==> config.mk <==
export PLATFORM = sky130hd
export DESIGN_NAME = doubly_linked_list_engine_flat
export DESIGN_NICKNAME = d
export VERILOG_FILES = /design/src/hw/rtl/dlle_pkg.sv /design/src/hw/rtl/dlle_if.sv /design/src/hw/rtl/dlle_ram.sv /design/src/hw/rtl/doubly_linked_list_engine.sv /design/src/flat_wrapper.sv
export SDC_FILE = /design/constraint.sdc
export NUM_CORES = 2
export LEC_CHECK = 0
export ABC_AREA = 0
export BUFFER_PORTS_ARGS = -buffer_cell sky130_fd_sc_hd__buf_2
export CAP_MARGIN = 15
export CORE_MARGIN = 2
export CORE_UTILIZATION = 40
export CTS_CLUSTER_SIZE = 12
export DETAILED_ROUTE_END_ITERATION = 10
export PLACE_DENSITY_LB_ADDON = 0.25
export SYNTH_ARGS = -nofsm -noshare
export SYNTH_HDL_FRONTEND = slang
export SYNTH_HIERARCHICAL = 1
export SYNTH_SLANG_ARGS = --single-unit
==> constraint.sdc <==
create_clock -name clk -period 6.7 [get_ports clk]
set_input_delay 1.005 -clock clk [delete_from_list [all_inputs] [get_ports clk]]
set_output_delay 1.005 -clock clk [all_outputs]
set_load 0.02 [all_outputs]
==> src/hw/rtl/dlle_pkg.sv <==
// Package: shared types, constants and codes of the linked list engine.
package dlle_pkg;
  localparam int POOL_NODES_DEF = 64;
  localparam int IDX_W = 7;
  localparam logic [IDX_W-1:0] NIL = 7'd127;

  typedef enum logic [2:0] {
    OP_INS_HEAD = 3'd0, OP_INS_TAIL = 3'd1, OP_INS_POS = 3'd2, OP_DEL_HEAD = 3'd3,
    OP_DEL_TAIL = 3'd4, OP_DEL_AFTER = 3'd5, OP_SEARCH = 3'd6, OP_DUMP = 3'd7
  } op_t;

  typedef enum logic [2:0] {
    ST_OK = 3'd0, ST_OVERFLOW = 3'd1, ST_UNDERFLOW = 3'd2, ST_BAD_POS = 3'd3,
    ST_NOT_FOUND = 3'd4
  } status_t;

  typedef struct packed {
    logic [2:0]  status;
    logic [31:0] element;
    logic        element_valid;
    logic [6:0]  found_position;
    logic [6:0]  node_count;
    logic        last;
  } result_t;

  typedef struct packed {
    logic [2:0]  opcode;
    logic [31:0] value;
    logic [6:0]  position;
  } item_t;
endpackage

==> src/hw/rtl/dlle_if.sv <==
// Interfaces: valid/ready channels for input items and result items.
interface dlle_in_if;
  logic           valid;
  logic           ready;
  dlle_pkg::item_t payload;
  modport source (output valid, output payload, input ready);
  modport sink (input valid, input payload, output ready);
endinterface

interface dlle_out_if;
  logic             valid;
  logic             ready;
  dlle_pkg::result_t payload;
  modport source (output valid, output payload, input ready);
  modport sink (input valid, input payload, output ready);
endinterface

==> src/hw/rtl/dlle_ram.sv <==
// Generic single-port-write, single-read RAM with registered read data.
module dlle_ram #(
  parameter int WIDTH = 8,
  parameter int DEPTH = 64
) (
  input  logic                     clk,
  input  logic                     we,
  input  logic [$clog2(DEPTH)-1:0] waddr,
  input  logic [WIDTH-1:0]         wdata,
  input  logic [$clog2(DEPTH)-1:0] raddr,
  output logic [WIDTH-1:0]         rdata
);
  logic [WIDTH-1:0] mem [DEPTH];
  always_ff @(posedge clk) begin
    if (we) mem[waddr] <= wdata;
    rdata <= mem[raddr];
  end
endmodule

==> src/hw/rtl/doubly_linked_list_engine.sv <==
// Top level: doubly linked list engine over a pooled node memory.
//
//  channel | dir | handshake     | payload
//  in      | in  | valid/ready   | opcode, value, position
//  out     | out | valid/ready   | status, element, element_valid, found_position,
//          |     |               | node_count, last
//
// One item at a time. Head/tail inserts and deletes do not walk the list;
// positional insert, search, delete-after and dump walk it node by node (issue
// the read, then use the data). Dump emits one transfer per element; the walk
// holds while the output register is full. Reset clears head, tail, counters and
// the sequencer; memories are not cleared. in_ready is high only while no item
// is in flight.
module doubly_linked_list_engine #(
  parameter int POOL_NODES = dlle_pkg::POOL_NODES_DEF
) (
  input logic clk,
  input logic rst_n,
  dlle_in_if.sink    in_ch,
  dlle_out_if.source out_ch
);
  localparam int AW = (POOL_NODES > 1) ? $clog2(POOL_NODES) : 1;
  localparam int IW = dlle_pkg::IDX_W;
  localparam logic [IW-1:0] NODES = IW'(POOL_NODES);

  typedef enum logic [9:0] {
    S_IDLE  = 10'b0000000001,
    S_DISP  = 10'b0000000010,
    S_WALK  = 10'b0000000100,
    S_WWAIT = 10'b0000001000,
    S_POPW  = 10'b0000010000,
    S_LINK  = 10'b0000100000,
    S_UNRD  = 10'b0001000000,
    S_UNW   = 10'b0010000000,
    S_UNLK  = 10'b0100000000,
    S_EMIT  = 10'b1000000000
  } state_t;

  state_t state_r, state_nxt;
  dlle_pkg::item_t item_r, item_nxt;
  logic [IW-1:0] head_r, head_nxt, tail_r, tail_nxt, top_r, top_nxt;
  logic [IW-1:0] fresh_r, fresh_nxt, count_r, count_nxt;
  logic [IW-1:0] cur_r, cur_nxt, pos_r, pos_nxt, node_r, node_nxt, succ_r, succ_nxt;
  logic [IW-1:0] pred_r, pred_nxt;
  logic [1:0]    lstep_r, lstep_nxt;
  logic          ovalid_r, ovalid_nxt;
  dlle_pkg::result_t ores_r, ores_nxt;

  // memories: value, next, prev, free stack
  logic          v_we, n_we, p_we, f_we;
  logic [AW-1:0] v_wa, n_wa, p_wa, f_wa, v_ra, n_ra, p_ra, f_ra;
  logic [31:0]   v_wd, v_rd;
  logic [IW-1:0] n_wd, n_rd, p_wd, p_rd;
  logic [AW-1:0] f_wd, f_rd;

  dlle_ram #(.WIDTH(32), .DEPTH(POOL_NODES)) u_val (.clk, .we(v_we), .waddr(v_wa),
    .wdata(v_wd), .raddr(v_ra), .rdata(v_rd));
  dlle_ram #(.WIDTH(IW), .DEPTH(POOL_NODES)) u_next (.clk, .we(n_we), .waddr(n_wa),
    .wdata(n_wd), .raddr(n_ra), .rdata(n_rd));
  dlle_ram #(.WIDTH(IW), .DEPTH(POOL_NODES)) u_prev (.clk, .we(p_we), .waddr(p_wa),
    .wdata(p_wd), .raddr(p_ra), .rdata(p_rd));
  dlle_ram #(.WIDTH(AW), .DEPTH(POOL_NODES)) u_free (.clk, .we(f_we), .waddr(f_wa),
    .wdata(f_wd), .raddr(f_ra), .rdata(f_rd));

  function automatic logic is_node(input logic [IW-1:0] i);
    return i < NODES;
  endfunction

  function automatic dlle_pkg::result_t res(input dlle_pkg::status_t s,
                                            input logic [IW-1:0] fp,
                                            input logic [IW-1:0] cnt);
    dlle_pkg::result_t r;
    r = '0;
    r.status = s;
    r.found_position = fp;
    r.node_count = cnt;
    r.last = 1'b1;
    return r;
  endfunction

  logic in_xfer, out_xfer, out_free;
  assign in_ch.ready  = (state_r == S_IDLE);
  assign in_xfer      = in_ch.valid && in_ch.ready;
  assign out_ch.valid = ovalid_r;
  assign out_ch.payload = ores_r;
  assign out_xfer     = ovalid_r && out_ch.ready;
  assign out_free     = !ovalid_r || out_ch.ready;

  always_comb begin
    logic found;
    state_nxt = state_r; item_nxt = item_r;
    head_nxt = head_r; tail_nxt = tail_r; top_nxt = top_r; fresh_nxt = fresh_r;
    count_nxt = count_r; cur_nxt = cur_r; pos_nxt = pos_r; node_nxt = node_r;
    succ_nxt = succ_r; pred_nxt = pred_r; lstep_nxt = lstep_r;
    ovalid_nxt = out_xfer ? 1'b0 : ovalid_r;
    ores_nxt = ores_r;
    v_we = 1'b0; n_we = 1'b0; p_we = 1'b0; f_we = 1'b0;
    v_wa = '0; n_wa = '0; p_wa = '0; f_wa = '0;
    v_wd = item_r.value; n_wd = '0; p_wd = '0; f_wd = '0;
    v_ra = cur_r[AW-1:0]; n_ra = cur_r[AW-1:0]; p_ra = succ_r[AW-1:0];
    f_ra = AW'(top_r - 1'b1);
    found = 1'b0;
    case (state_r)
      S_IDLE: begin
        if (in_xfer) begin
          item_nxt = in_ch.payload;
          state_nxt = S_DISP;
        end
      end
      S_DISP: begin
        // dispatch once the output register is free, so a result always fits;
        // read prev of the head so a direct insert sees its predecessor
        p_ra = head_r[AW-1:0];
        if (out_free) begin
          cur_nxt = head_r; pos_nxt = 7'd1;
          case (item_r.opcode)
            dlle_pkg::OP_INS_HEAD, dlle_pkg::OP_INS_TAIL, dlle_pkg::OP_INS_POS: begin
              if (top_r == '0 && fresh_r >= NODES) begin
                ovalid_nxt = 1'b1;
                ores_nxt = res(dlle_pkg::ST_OVERFLOW, '0, count_r);
                state_nxt = S_IDLE;
              end else if (item_r.opcode == dlle_pkg::OP_INS_POS &&
                           (item_r.position == '0 || item_r.position > count_r + 1'b1)) begin
                ovalid_nxt = 1'b1;
                ores_nxt = res(dlle_pkg::ST_BAD_POS, '0, count_r);
                state_nxt = S_IDLE;
              end else begin
                succ_nxt = (item_r.opcode == dlle_pkg::OP_INS_TAIL) ? dlle_pkg::NIL : head_r;
                state_nxt = (item_r.opcode == dlle_pkg::OP_INS_POS &&
                             item_r.position != 7'd1) ? S_WALK : S_POPW;
              end
            end
            dlle_pkg::OP_DEL_HEAD, dlle_pkg::OP_DEL_TAIL: begin
              if (count_r == '0) begin
                ovalid_nxt = 1'b1;
                ores_nxt = res(dlle_pkg::ST_UNDERFLOW, '0, count_r);
                state_nxt = S_IDLE;
              end else begin
                node_nxt = (item_r.opcode == dlle_pkg::OP_DEL_HEAD) ? head_r : tail_r;
                state_nxt = S_UNRD;
              end
            end
            default: begin
              if (count_r == '0) begin
                ovalid_nxt = 1'b1;
                ores_nxt = res((item_r.opcode == dlle_pkg::OP_DUMP) ? dlle_pkg::ST_OK
                               : dlle_pkg::ST_NOT_FOUND, '0, count_r);
                state_nxt = S_IDLE;
              end else state_nxt = S_WALK;
            end
          endcase
        end
      end
      S_WALK: begin
        // issue reads of cur; data returns next cycle
        state_nxt = S_WWAIT;
      end
      S_WWAIT: begin
        case (item_r.opcode)
          dlle_pkg::OP_INS_POS: begin
            // read prev of the new successor for the link step
            p_ra = n_rd[AW-1:0];
            cur_nxt = n_rd; succ_nxt = n_rd; pos_nxt = pos_r + 1'b1;
            state_nxt = (pos_r + 1'b1 == item_r.position) ? S_POPW : S_WALK;
          end
          dlle_pkg::OP_DUMP: begin
            if (out_free) begin
              ovalid_nxt = 1'b1;
              ores_nxt = '0;
              ores_nxt.element = v_rd;
              ores_nxt.element_valid = 1'b1;
              ores_nxt.node_count = count_r;
              ores_nxt.last = (pos_r == count_r) || !is_node(n_rd);
              cur_nxt = n_rd; pos_nxt = pos_r + 1'b1;
              state_nxt = ores_nxt.last ? S_IDLE : S_WALK;
            end
          end
          default: begin
            found = (v_rd == item_r.value);
            if (found) begin
              if (item_r.opcode == dlle_pkg::OP_SEARCH) begin
                ovalid_nxt = 1'b1;
                ores_nxt = res(dlle_pkg::ST_OK, pos_r, count_r);
                state_nxt = S_IDLE;
              end else if (!is_node(n_rd)) begin
                ovalid_nxt = 1'b1;
                ores_nxt = res(dlle_pkg::ST_NOT_FOUND, '0, count_r);
                state_nxt = S_IDLE;
              end else begin
                node_nxt = n_rd;
                state_nxt = S_UNRD;
              end
            end else if (pos_r == count_r || !is_node(n_rd)) begin
              ovalid_nxt = 1'b1;
              ores_nxt = res(dlle_pkg::ST_NOT_FOUND, '0, count_r);
              state_nxt = S_IDLE;
            end else begin
              cur_nxt = n_rd; pos_nxt = pos_r + 1'b1;
              state_nxt = S_WALK;
            end
          end
        endcase
      end
      S_POPW: begin
        // free stack read (issued in the prior cycle) and prev[succ] read done;
        // pick the node: popped entry or a fresh one
        if (top_r != '0) begin
          node_nxt = IW'(f_rd);
          top_nxt = top_r - 1'b1;
        end else begin
          node_nxt = fresh_r;
          fresh_nxt = fresh_r + 1'b1;
        end
        pred_nxt = is_node(succ_r) ? p_rd : tail_r;
        lstep_nxt = 2'd0;
        state_nxt = S_LINK;
      end
      S_LINK: begin
        // one write per link memory per cycle, two steps
        if (lstep_r == 2'd0) begin
          v_we = 1'b1; v_wa = node_r[AW-1:0];
          n_we = 1'b1; n_wa = node_r[AW-1:0]; n_wd = succ_r;
          p_we = 1'b1; p_wa = node_r[AW-1:0]; p_wd = pred_r;
          lstep_nxt = 2'd1;
        end else begin
          if (is_node(pred_r)) begin
            n_we = 1'b1; n_wa = pred_r[AW-1:0]; n_wd = node_r;
          end else head_nxt = node_r;
          if (is_node(succ_r)) begin
            p_we = 1'b1; p_wa = succ_r[AW-1:0]; p_wd = node_r;
          end else tail_nxt = node_r;
          count_nxt = count_r + 1'b1;
          ovalid_nxt = 1'b1;
          ores_nxt = res(dlle_pkg::ST_OK, '0, count_r + 1'b1);
          state_nxt = S_IDLE;
        end
      end
      S_UNRD: begin
        n_ra = node_r[AW-1:0]; p_ra = node_r[AW-1:0];
        state_nxt = S_UNW;
      end
      S_UNW: begin
        pred_nxt = p_rd; succ_nxt = n_rd;
        state_nxt = S_UNLK;
      end
      S_UNLK: begin
        if (is_node(pred_r)) begin
          n_we = 1'b1; n_wa = pred_r[AW-1:0]; n_wd = succ_r;
        end else head_nxt = succ_r;
        if (is_node(succ_r)) begin
          p_we = 1'b1; p_wa = succ_r[AW-1:0]; p_wd = pred_r;
        end else tail_nxt = pred_r;
        if (count_r != '0) count_nxt = count_r - 1'b1;
        if (top_r < NODES) begin
          f_we = 1'b1; f_wa = top_r[AW-1:0]; f_wd = node_r[AW-1:0];
          top_nxt = top_r + 1'b1;
        end
        ovalid_nxt = 1'b1;
        ores_nxt = res(dlle_pkg::ST_OK, '0, (count_r != '0) ? count_r - 1'b1 : count_r);
        state_nxt = S_IDLE;
      end
      S_EMIT: state_nxt = S_IDLE;
      default: state_nxt = S_IDLE;
    endcase
  end

  always_ff @(posedge clk) begin
    if (!rst_n) begin
      state_r <= S_IDLE;
      head_r <= dlle_pkg::NIL; tail_r <= dlle_pkg::NIL;
      top_r <= '0; fresh_r <= '0; count_r <= '0; ovalid_r <= 1'b0;
    end else begin
      state_r <= state_nxt;
      head_r <= head_nxt; tail_r <= tail_nxt;
      top_r <= top_nxt; fresh_r <= fresh_nxt; count_r <= count_nxt;
      ovalid_r <= ovalid_nxt;
    end
  end

  always_ff @(posedge clk) begin
    item_r <= item_nxt; cur_r <= cur_nxt; pos_r <= pos_nxt; node_r <= node_nxt;
    succ_r <= succ_nxt; pred_r <= pred_nxt; lstep_r <= lstep_nxt; ores_r <= ores_nxt;
  end

`ifndef SYNTHESIS
  a_count_bound: assert property (@(posedge clk) disable iff (!rst_n)
    count_r <= NODES) else $error("list count above pool size");
  a_empty_nil: assert property (@(posedge clk) disable iff (!rst_n)
    (state_r == S_IDLE && count_r == '0) |-> (head_r == dlle_pkg::NIL &&
    tail_r == dlle_pkg::NIL)) else $error("empty list with live head or tail");
  a_hold_result: assert property (@(posedge clk) disable iff (!rst_n)
    (ovalid_r && !out_ch.ready) |=> (ovalid_r && $stable(ores_r)))
    else $error("stalled result changed");
  a_no_accept_busy: assert property (@(posedge clk) disable iff (!rst_n)
    in_xfer |=> !in_ch.ready) else $error("accepted while busy");
`endif
endmodule

==> src/flat_wrapper.sv <==
// flat-port wrapper written by rule: the top's interface ports become plain ports
module doubly_linked_list_engine_flat 
#(
  parameter int POOL_NODES = dlle_pkg::POOL_NODES_DEF
)
  (clk, rst_n, in_ch_valid, in_ch_payload, in_ch_ready, out_ch_valid, out_ch_payload, out_ch_ready);
  dlle_in_if in_ch_i ();
  dlle_out_if out_ch_i ();
  input logic clk;
  input logic rst_n;
  input wire logic [$bits(in_ch_i.valid)-1:0] in_ch_valid;
  input wire logic [$bits(in_ch_i.payload)-1:0] in_ch_payload;
  output wire logic [$bits(in_ch_i.ready)-1:0] in_ch_ready;
  output wire logic [$bits(out_ch_i.valid)-1:0] out_ch_valid;
  output wire logic [$bits(out_ch_i.payload)-1:0] out_ch_payload;
  input wire logic [$bits(out_ch_i.ready)-1:0] out_ch_ready;
  assign in_ch_i.valid = in_ch_valid;
  assign in_ch_i.payload = in_ch_payload;
  assign in_ch_ready = in_ch_i.ready;
  assign out_ch_valid = out_ch_i.valid;
  assign out_ch_payload = out_ch_i.payload;
  assign out_ch_i.ready = out_ch_ready;
  doubly_linked_list_engine #(.POOL_NODES(POOL_NODES)) u_core (.clk(clk), .rst_n(rst_n), .in_ch(in_ch_i), .out_ch(out_ch_i));
endmodule
Yosys cells after proc, flatten, opt, wreduce, memory -nomap -nowiden
Memory sizes are Yosys's and may differ from the RTL's. A register that Yosys moved wholly into a read port is not among the register bits.
Cells that the tools add are included.
{"block": "word_totals", "n_memories": 4, "wordCells": 261, "mem_bits_rw": 3328, "register_bits": 175}
{"memory": "u_core.u_val.mem", "depth": 64, "width": 32, "rd": 1, "rd_ports_with_merged_regs": 1, "write_ports": 1, "line": "dlle_ram.sv:13", "source": "logic [WIDTH-1:0] mem [DEPTH];"}
{"memory": "u_core.u_next.mem", "depth": 64, "width": 7, "rd": 1, "rd_ports_with_merged_regs": 1, "write_ports": 1, "line": "dlle_ram.sv:13"}
{"memory": "u_core.u_prev.mem", "depth": 64, "width": 7, "rd": 1, "rd_ports_with_merged_regs": 1, "write_ports": 1, "line": "dlle_ram.sv:13"}
{"memory": "u_core.u_free.mem", "depth": 64, "width": 6, "rd": 1, "rd_ports_with_merged_regs": 1, "write_ports": 1, "line": "dlle_ram.sv:13"}
{"block": "classes", "reduce_logical": 40, "bitwise_logic": 1, "n_mux": 134, "n_eq_ne": 48, "addsub": 6, "order_cmp": 6}
{"cell": "$mux 51", "n": 11}
{"cell": "$mux 7", "n": 38}
{"cell": "$pmux 51 s2", "n": 2}
{"cell": "$pmux 51 s4", "n": 1}
{"cell": "$pmux 7 s2", "n": 9}
{"cell": "$mux 6", "n": 16}
{"cell": "$mux 10", "n": 8}
{"cell": "$pmux 10 s8", "n": 1}
{"cell": "$pmux 6 s2", "n": 4}
{"cell": "$pmux 7 s3", "n": 2}
{"cell": "$pmux 10 s2", "n": 2}
{"cell": "$eq 32x32->1", "n": 1}
{"cell": "$add 7x1->7 const B", "n": 4}
{"cell": "$lt 7x7->1 const B", "n": 4}
{"cell": "$mux 1", "n": 28}
{"cell": "$ne 2x2->1 const B", "n": 12}
{"cell": "$logic_not 7->1", "n": 3}
{"cell": "$ne 2x1->1 const B", "n": 9}
{"cell": "$pmux 6 s3", "n": 1}
{"cell": "$eq 7x7->1", "n": 2}
{"cell": "$reduce_bool 7->1", "n": 2}
{"cell": "$sub 7x1->7 const B", "n": 2}
{"cell": "$ne 4x2->1 const B", "n": 3}
{"cell": "$reduce_and 4->1", "n": 3}
{"cell": "42 further kinds", "n": 67}

Logic depth before layout (Yosys ltp)
{"block": "logic_depth", "depth_word": 9, "mapped_depth": 14, "depth_no_buf": 12}

Modules after synthesis
The synthesis kept the hierarchy.
{"module": "dlle_ram (u_core.u_val)", "n_inst": 1, "area_each_um2": 78515.3, "cells_per_inst": 3324}
{"module": "dlle_ram (u_core.u_next)", "n_inst": 1, "area_each_um2": 17661.9, "cells_per_inst": 835}
{"module": "dlle_ram (u_core.u_prev)", "n_inst": 1, "area_each_um2": 17635.7, "cells_per_inst": 827}
{"module": "dlle_ram (u_core.u_free)", "n_inst": 1, "area_each_um2": 15205.8, "cells_per_inst": 729}
{"module": "doubly_linked_list_engine", "n_inst": 1, "area_each_um2": 9162.5, "cells_per_inst": 903}

Worst setup path before layout
Ideal clock, no wire load.
{"block": "synth_path", "path_kind": "reg2reg", "startpoint": "reg u_core.state_r[1]", "endpoint": "mem u_core/u_next/mem[0][4] (netlist name) (data pin)", "path_buffers": 3, "arrival_ps": 4280, "path_stages_with_launch": 10, "setup_ps": 702, "slack_ps": 1719, "synth_period_minus_slack_ps": 4981, "required_ps": 5998, "path_cell_list": "dfxtp_1 > buf_2 > nor4_4 > nand3_4 > inv_2 > and2_1 > buf_2 > buf_2 > a21boi_0 > o21ai_0"}
{"block": "synth_via", "elab_chain_len": 2}
{"element": "start: declaration", "line": "doubly_linked_list_engine.sv:39", "source": "state_t state_r, state_nxt;"}
{"element": "start signal: assignment", "line": "doubly_linked_list_engine.sv:273", "source": "state_r <= state_nxt;"}
{"element": "$eq 10x9->1 or $eq 10x6->1 (tied branches)", "line": "doubly_linked_list_engine.sv:103", "source": "case (state_r)"}
{"element": "$pmux 7 s2 (*)", "line": "doubly_linked_list_engine.sv:103"}
{"element": "named net u_core.n_wd[4]", "line": "doubly_linked_list_engine.sv:53", "source": "logic [IW-1:0] n_wd, n_rd, p_wd, p_rd;"}
{"element": "end: declaration", "line": "dlle_ram.sv:13"}
Mark *: on every way through the listed nets, which the timed path passes. The rest lies on a longest branch.

Worst setup path after layout
{"block": "layout_path", "startpoint": "reg u_core.state_r[2]", "endpoint": "mem u_core.u_val.mem[20][6], enable pin"}
{"element": "$eq 10x6->1", "line": "doubly_linked_list_engine.sv:103"}
{"element": "$mux 6", "line": "doubly_linked_list_engine.sv:103"}
{"element": "named net u_core.v_wa[2]", "line": "doubly_linked_list_engine.sv:51", "source": "logic [AW-1:0] v_wa, n_wa, p_wa, f_wa, v_ra, n_ra, p_ra, f_ra;"}
{"element": "end: declaration", "line": "dlle_ram.sv:13"}
The timed path passes the listed nets, and every way through them passes these cells.

==> out/metrics.yaml <==
worst-endpoint-arrival_ns: 5.88
reg2reg_from: "u_core/state_r[2]"
timing.reg2reg.worst_path_depth: 10
p_comb_frac: 0.021
grt_util_met2: 0.320
tritoncts_clock_tree: "yes"
worst_clock_skew_ns: 0.0607
layout_worst_path_cycle_share: 0.799
rows: 215
first_pass_iteration_count_of_the_detailed_router: 8
cts.sink_count: 3553
fp.dieH_um: 592
rrSetupSlack_ns: 1.35
routed-via-count: 68608
layout.filler_cells: 28447
max_clock_freq_ghz: 0.187
drt_first_iter_violations: 8433
num-nets-final: 6971
die_width_um: 592
maximum_number_of_pins_on_one_net_before_global_route_repair: 108
worst_slew_pin_slew_ns: 1.29
synth_common_cells: "3,456 x edfxtp_1, 871 x mux4_2, 406 x nor2_1, 210 x nand2_1, 167 x clkbuf_1"
timing.setup.critical_path_class: "register to register"
postSynth.topFlopCell: "edfxtp_1"
layout.core_utilization: 0.455
post-cts-setup-buffer-count: 0
area_of_combinational_cells_with_multiple_inputs_mm2: 0.0313
clock_tree.root_cell: "clkbuf_16"
gr-total-overflow: 0
clock_tree.buffer_depth: 4
final.setup.tns_ns: 0
wire_per_inst_um: 30.8
slew_headroom: 0.135
synthesis.nets: 6676
peakVddDrop_v: 0.000245
synth.cell_area_mm2: 0.138
synthDominantAreaCellType: "edfxtp_1"
power.clock.fraction: 0.430
critical_path_peak_fanout: 32
synthArstFlopShare: 0
route.detailed.drc: 0
dieArea_mm2: 0.350
max_cap_violations: 0
cp-endpoint: "u_core/u_val/mem[20][6]"
synth.ff_latch_count: 3553
holdCritStartpoint: "in_ch_payload[8]"
synth_area_per_cell_um2: 20.9
h-tree-depth: 5
globalRouteMet1Util: 0.292
layoutNonFillerInstCount: 11743
power_frac_seq: 0.549
synth.top_cells.by_area: "edfxtp_1 75%, mux4_2 14%, dfxtp_1 1.4%"
path_clk_slew_ns: 0.06
worstReg2RegEnd: "u_core/u_val/mem[20][6]"
synth_top_cell_area_share: 0.751
cell_internal_pwr_uw: 35500
proportion_of_layout_cells_with_a_drive_suffix_above_1: 0.247
power.switching_uw: 9100
effective_utilization_at_floorplan: 0.402
timing.final.setup_violations: 0
cts_resized: 0
placeableCoreArea_mm2: 0.344
final-hold-violation-count: 0
min_path_type: "input port to register"
detailed_place_hpwl_um: 221000
power_density_normalized_to_cell_area_mw_per_mm2: 286
synth_warnings: 6
totalWireLength_um: 362000
outcome: "complete, no violations"
wire_length_of_the_first_global_routing_pass_um: 514000
placed_cells_incl_taps: 11091
kind_of_end_point_of_the_critical_path: "register"
area_delta_synth_final_pct: 13.0
cellLeakagePower_uw: 0.0465
synth_seq_area_share: 0.765
placement.io_buffers: 98
synth-edff-count: 3456
grt_pass1_vias: 68506
grt-busiest-layer: "met2"
vias_per_cell: 5.84
antenna_found_initial: 31
cp_data_required_time_ns: 7.23
rsz0062_at_grt: "false"
clock_insertion_delay_worst_skew_ns: 0.95
timing.critical_path.from_type: "register"
drt.antenna.violating_nets: 0
crit_path_start: "u_core/state_r[2]"
syn_inst: 6618
io_pins: 99
timing.final.crit_period_ns: 5.35
ys_types: 87
regArea_mm2: 0.106
gp_congestion: 0.865
netSwitchingFraction: 0.204
synthMostInstantiatedCell: "edfxtp_1"
global_route.usage.met3: 0.0344
timing.final.max_slew_violations: 0
groute.usage.overall: 0.204
cts_hold_buf: 0
cts_buffers: 368
-- worst max-delay path, cell delays in order (launching register included) --
cell and delay, ns:
dfxtp_1 0.44, nor4_4 0.56, nand3_4 0.24, inv_2 0.18, nand2b_2 0.10, inv_1 0.37
buf_4 0.28, and2_1 0.52, nor2b_1 0.26, nand2_1 0.72, nor2_4 1.23
-- cells in the final DEF (no fill, tap or decap), drive strengths merged, types with 97 or more instances in the layout --
master / instances
dfxtp: 97
mux4: 871
o22ai: 126
nand2: 211
buf: 290
clkbuf: 509
clkinv: 100
mux2i: 144
a21oi: 107
edfxtp: 3456
nor2: 407
-- how the worst min path moves through the flow --
stage                             end  slack, ns  cells past startpoint
global route           u_core/v_wd[1]       0.20                      1
CTS                    u_core/v_wd[1]       0.17                      1
finish                 u_core/v_wd[1]       0.24                      1
detailed placement  u_core/fresh_r[5]       0.51                      2
floorplan           u_core/fresh_r[5]       0.46                      2
global placement    u_core/fresh_r[5]       0.49                      2
-- power by group through the flow --
stage          logic [uW]  registers [uW]  clock network, uW
6_report              915           24500              19200
5_1_grt               968           24500              20400
4_1_cts               921           24500              19600
3_5_place_dp          922           25000                  0
3_3_place_gp          894           25000                  0
2_1_floorplan         300           25100                  0
-- area by class of cell --
type,count,share of cell area
diodes,8,0.000128
clock buffers,509,0.0643
clock inverters,126,0.00672
inverters,23,0.000593
multi-input cells,2677,0.200
flip-flops and latches,3553,0.677
well taps,4557,0.0365
repair buffers,290,0.0145
-- metrics by stage --
| step | power (uW) | hold slack (ns) | worst slack, ns | instance area, um2 |
|---|---|---|---|---|
| finish | 44600 | 0.236 | 1.35 | 156000 |
| global route | 45800 | 0.200 | 1.14 | 156000 |
| CTS | 45000 | 0.166 | 1.43 | 156000 |
| detailed placement | 25900 | 0.514 | 1.49 | 145000 |
| global placement | 25900 | 0.485 | 1.49 | 145000 |
| floorplan | 25400 | 0.465 | 1.72 | 138000 |
-- cells by family after synthesis --
family          synth area share
fa+ha+maj                0.00109
xor+xnor                 0.00504
compound gates            0.0256
mux                        0.154
flops                      0.765
simple gates              0.0352
buf+inv                   0.0138
-- registers in the layout, summed over array words and instances (netlist names), 9 cells and up --
register	cells
u_core/state_r	9
u_core/item_r	10
u_core/u_prev/mem	448
u_core/v_wd	32
u_core/u_val/rdata	32
u_core/u_val/mem	2048
u_core/u_free/mem	384
u_core/u_next/mem	448
u_core/out_ch.payload	51
-- per-layer routing --
metal  wire length, um  vias to the layer above  share of wire
met3             29100                      581          0.080
met5                47                        -        0.00013
met4             12500                        8          0.035
met2            171000                     2990           0.47
li1                  -                    28113              -
met1            149000                    36916           0.41
Power figures use the tool's default switching activity.
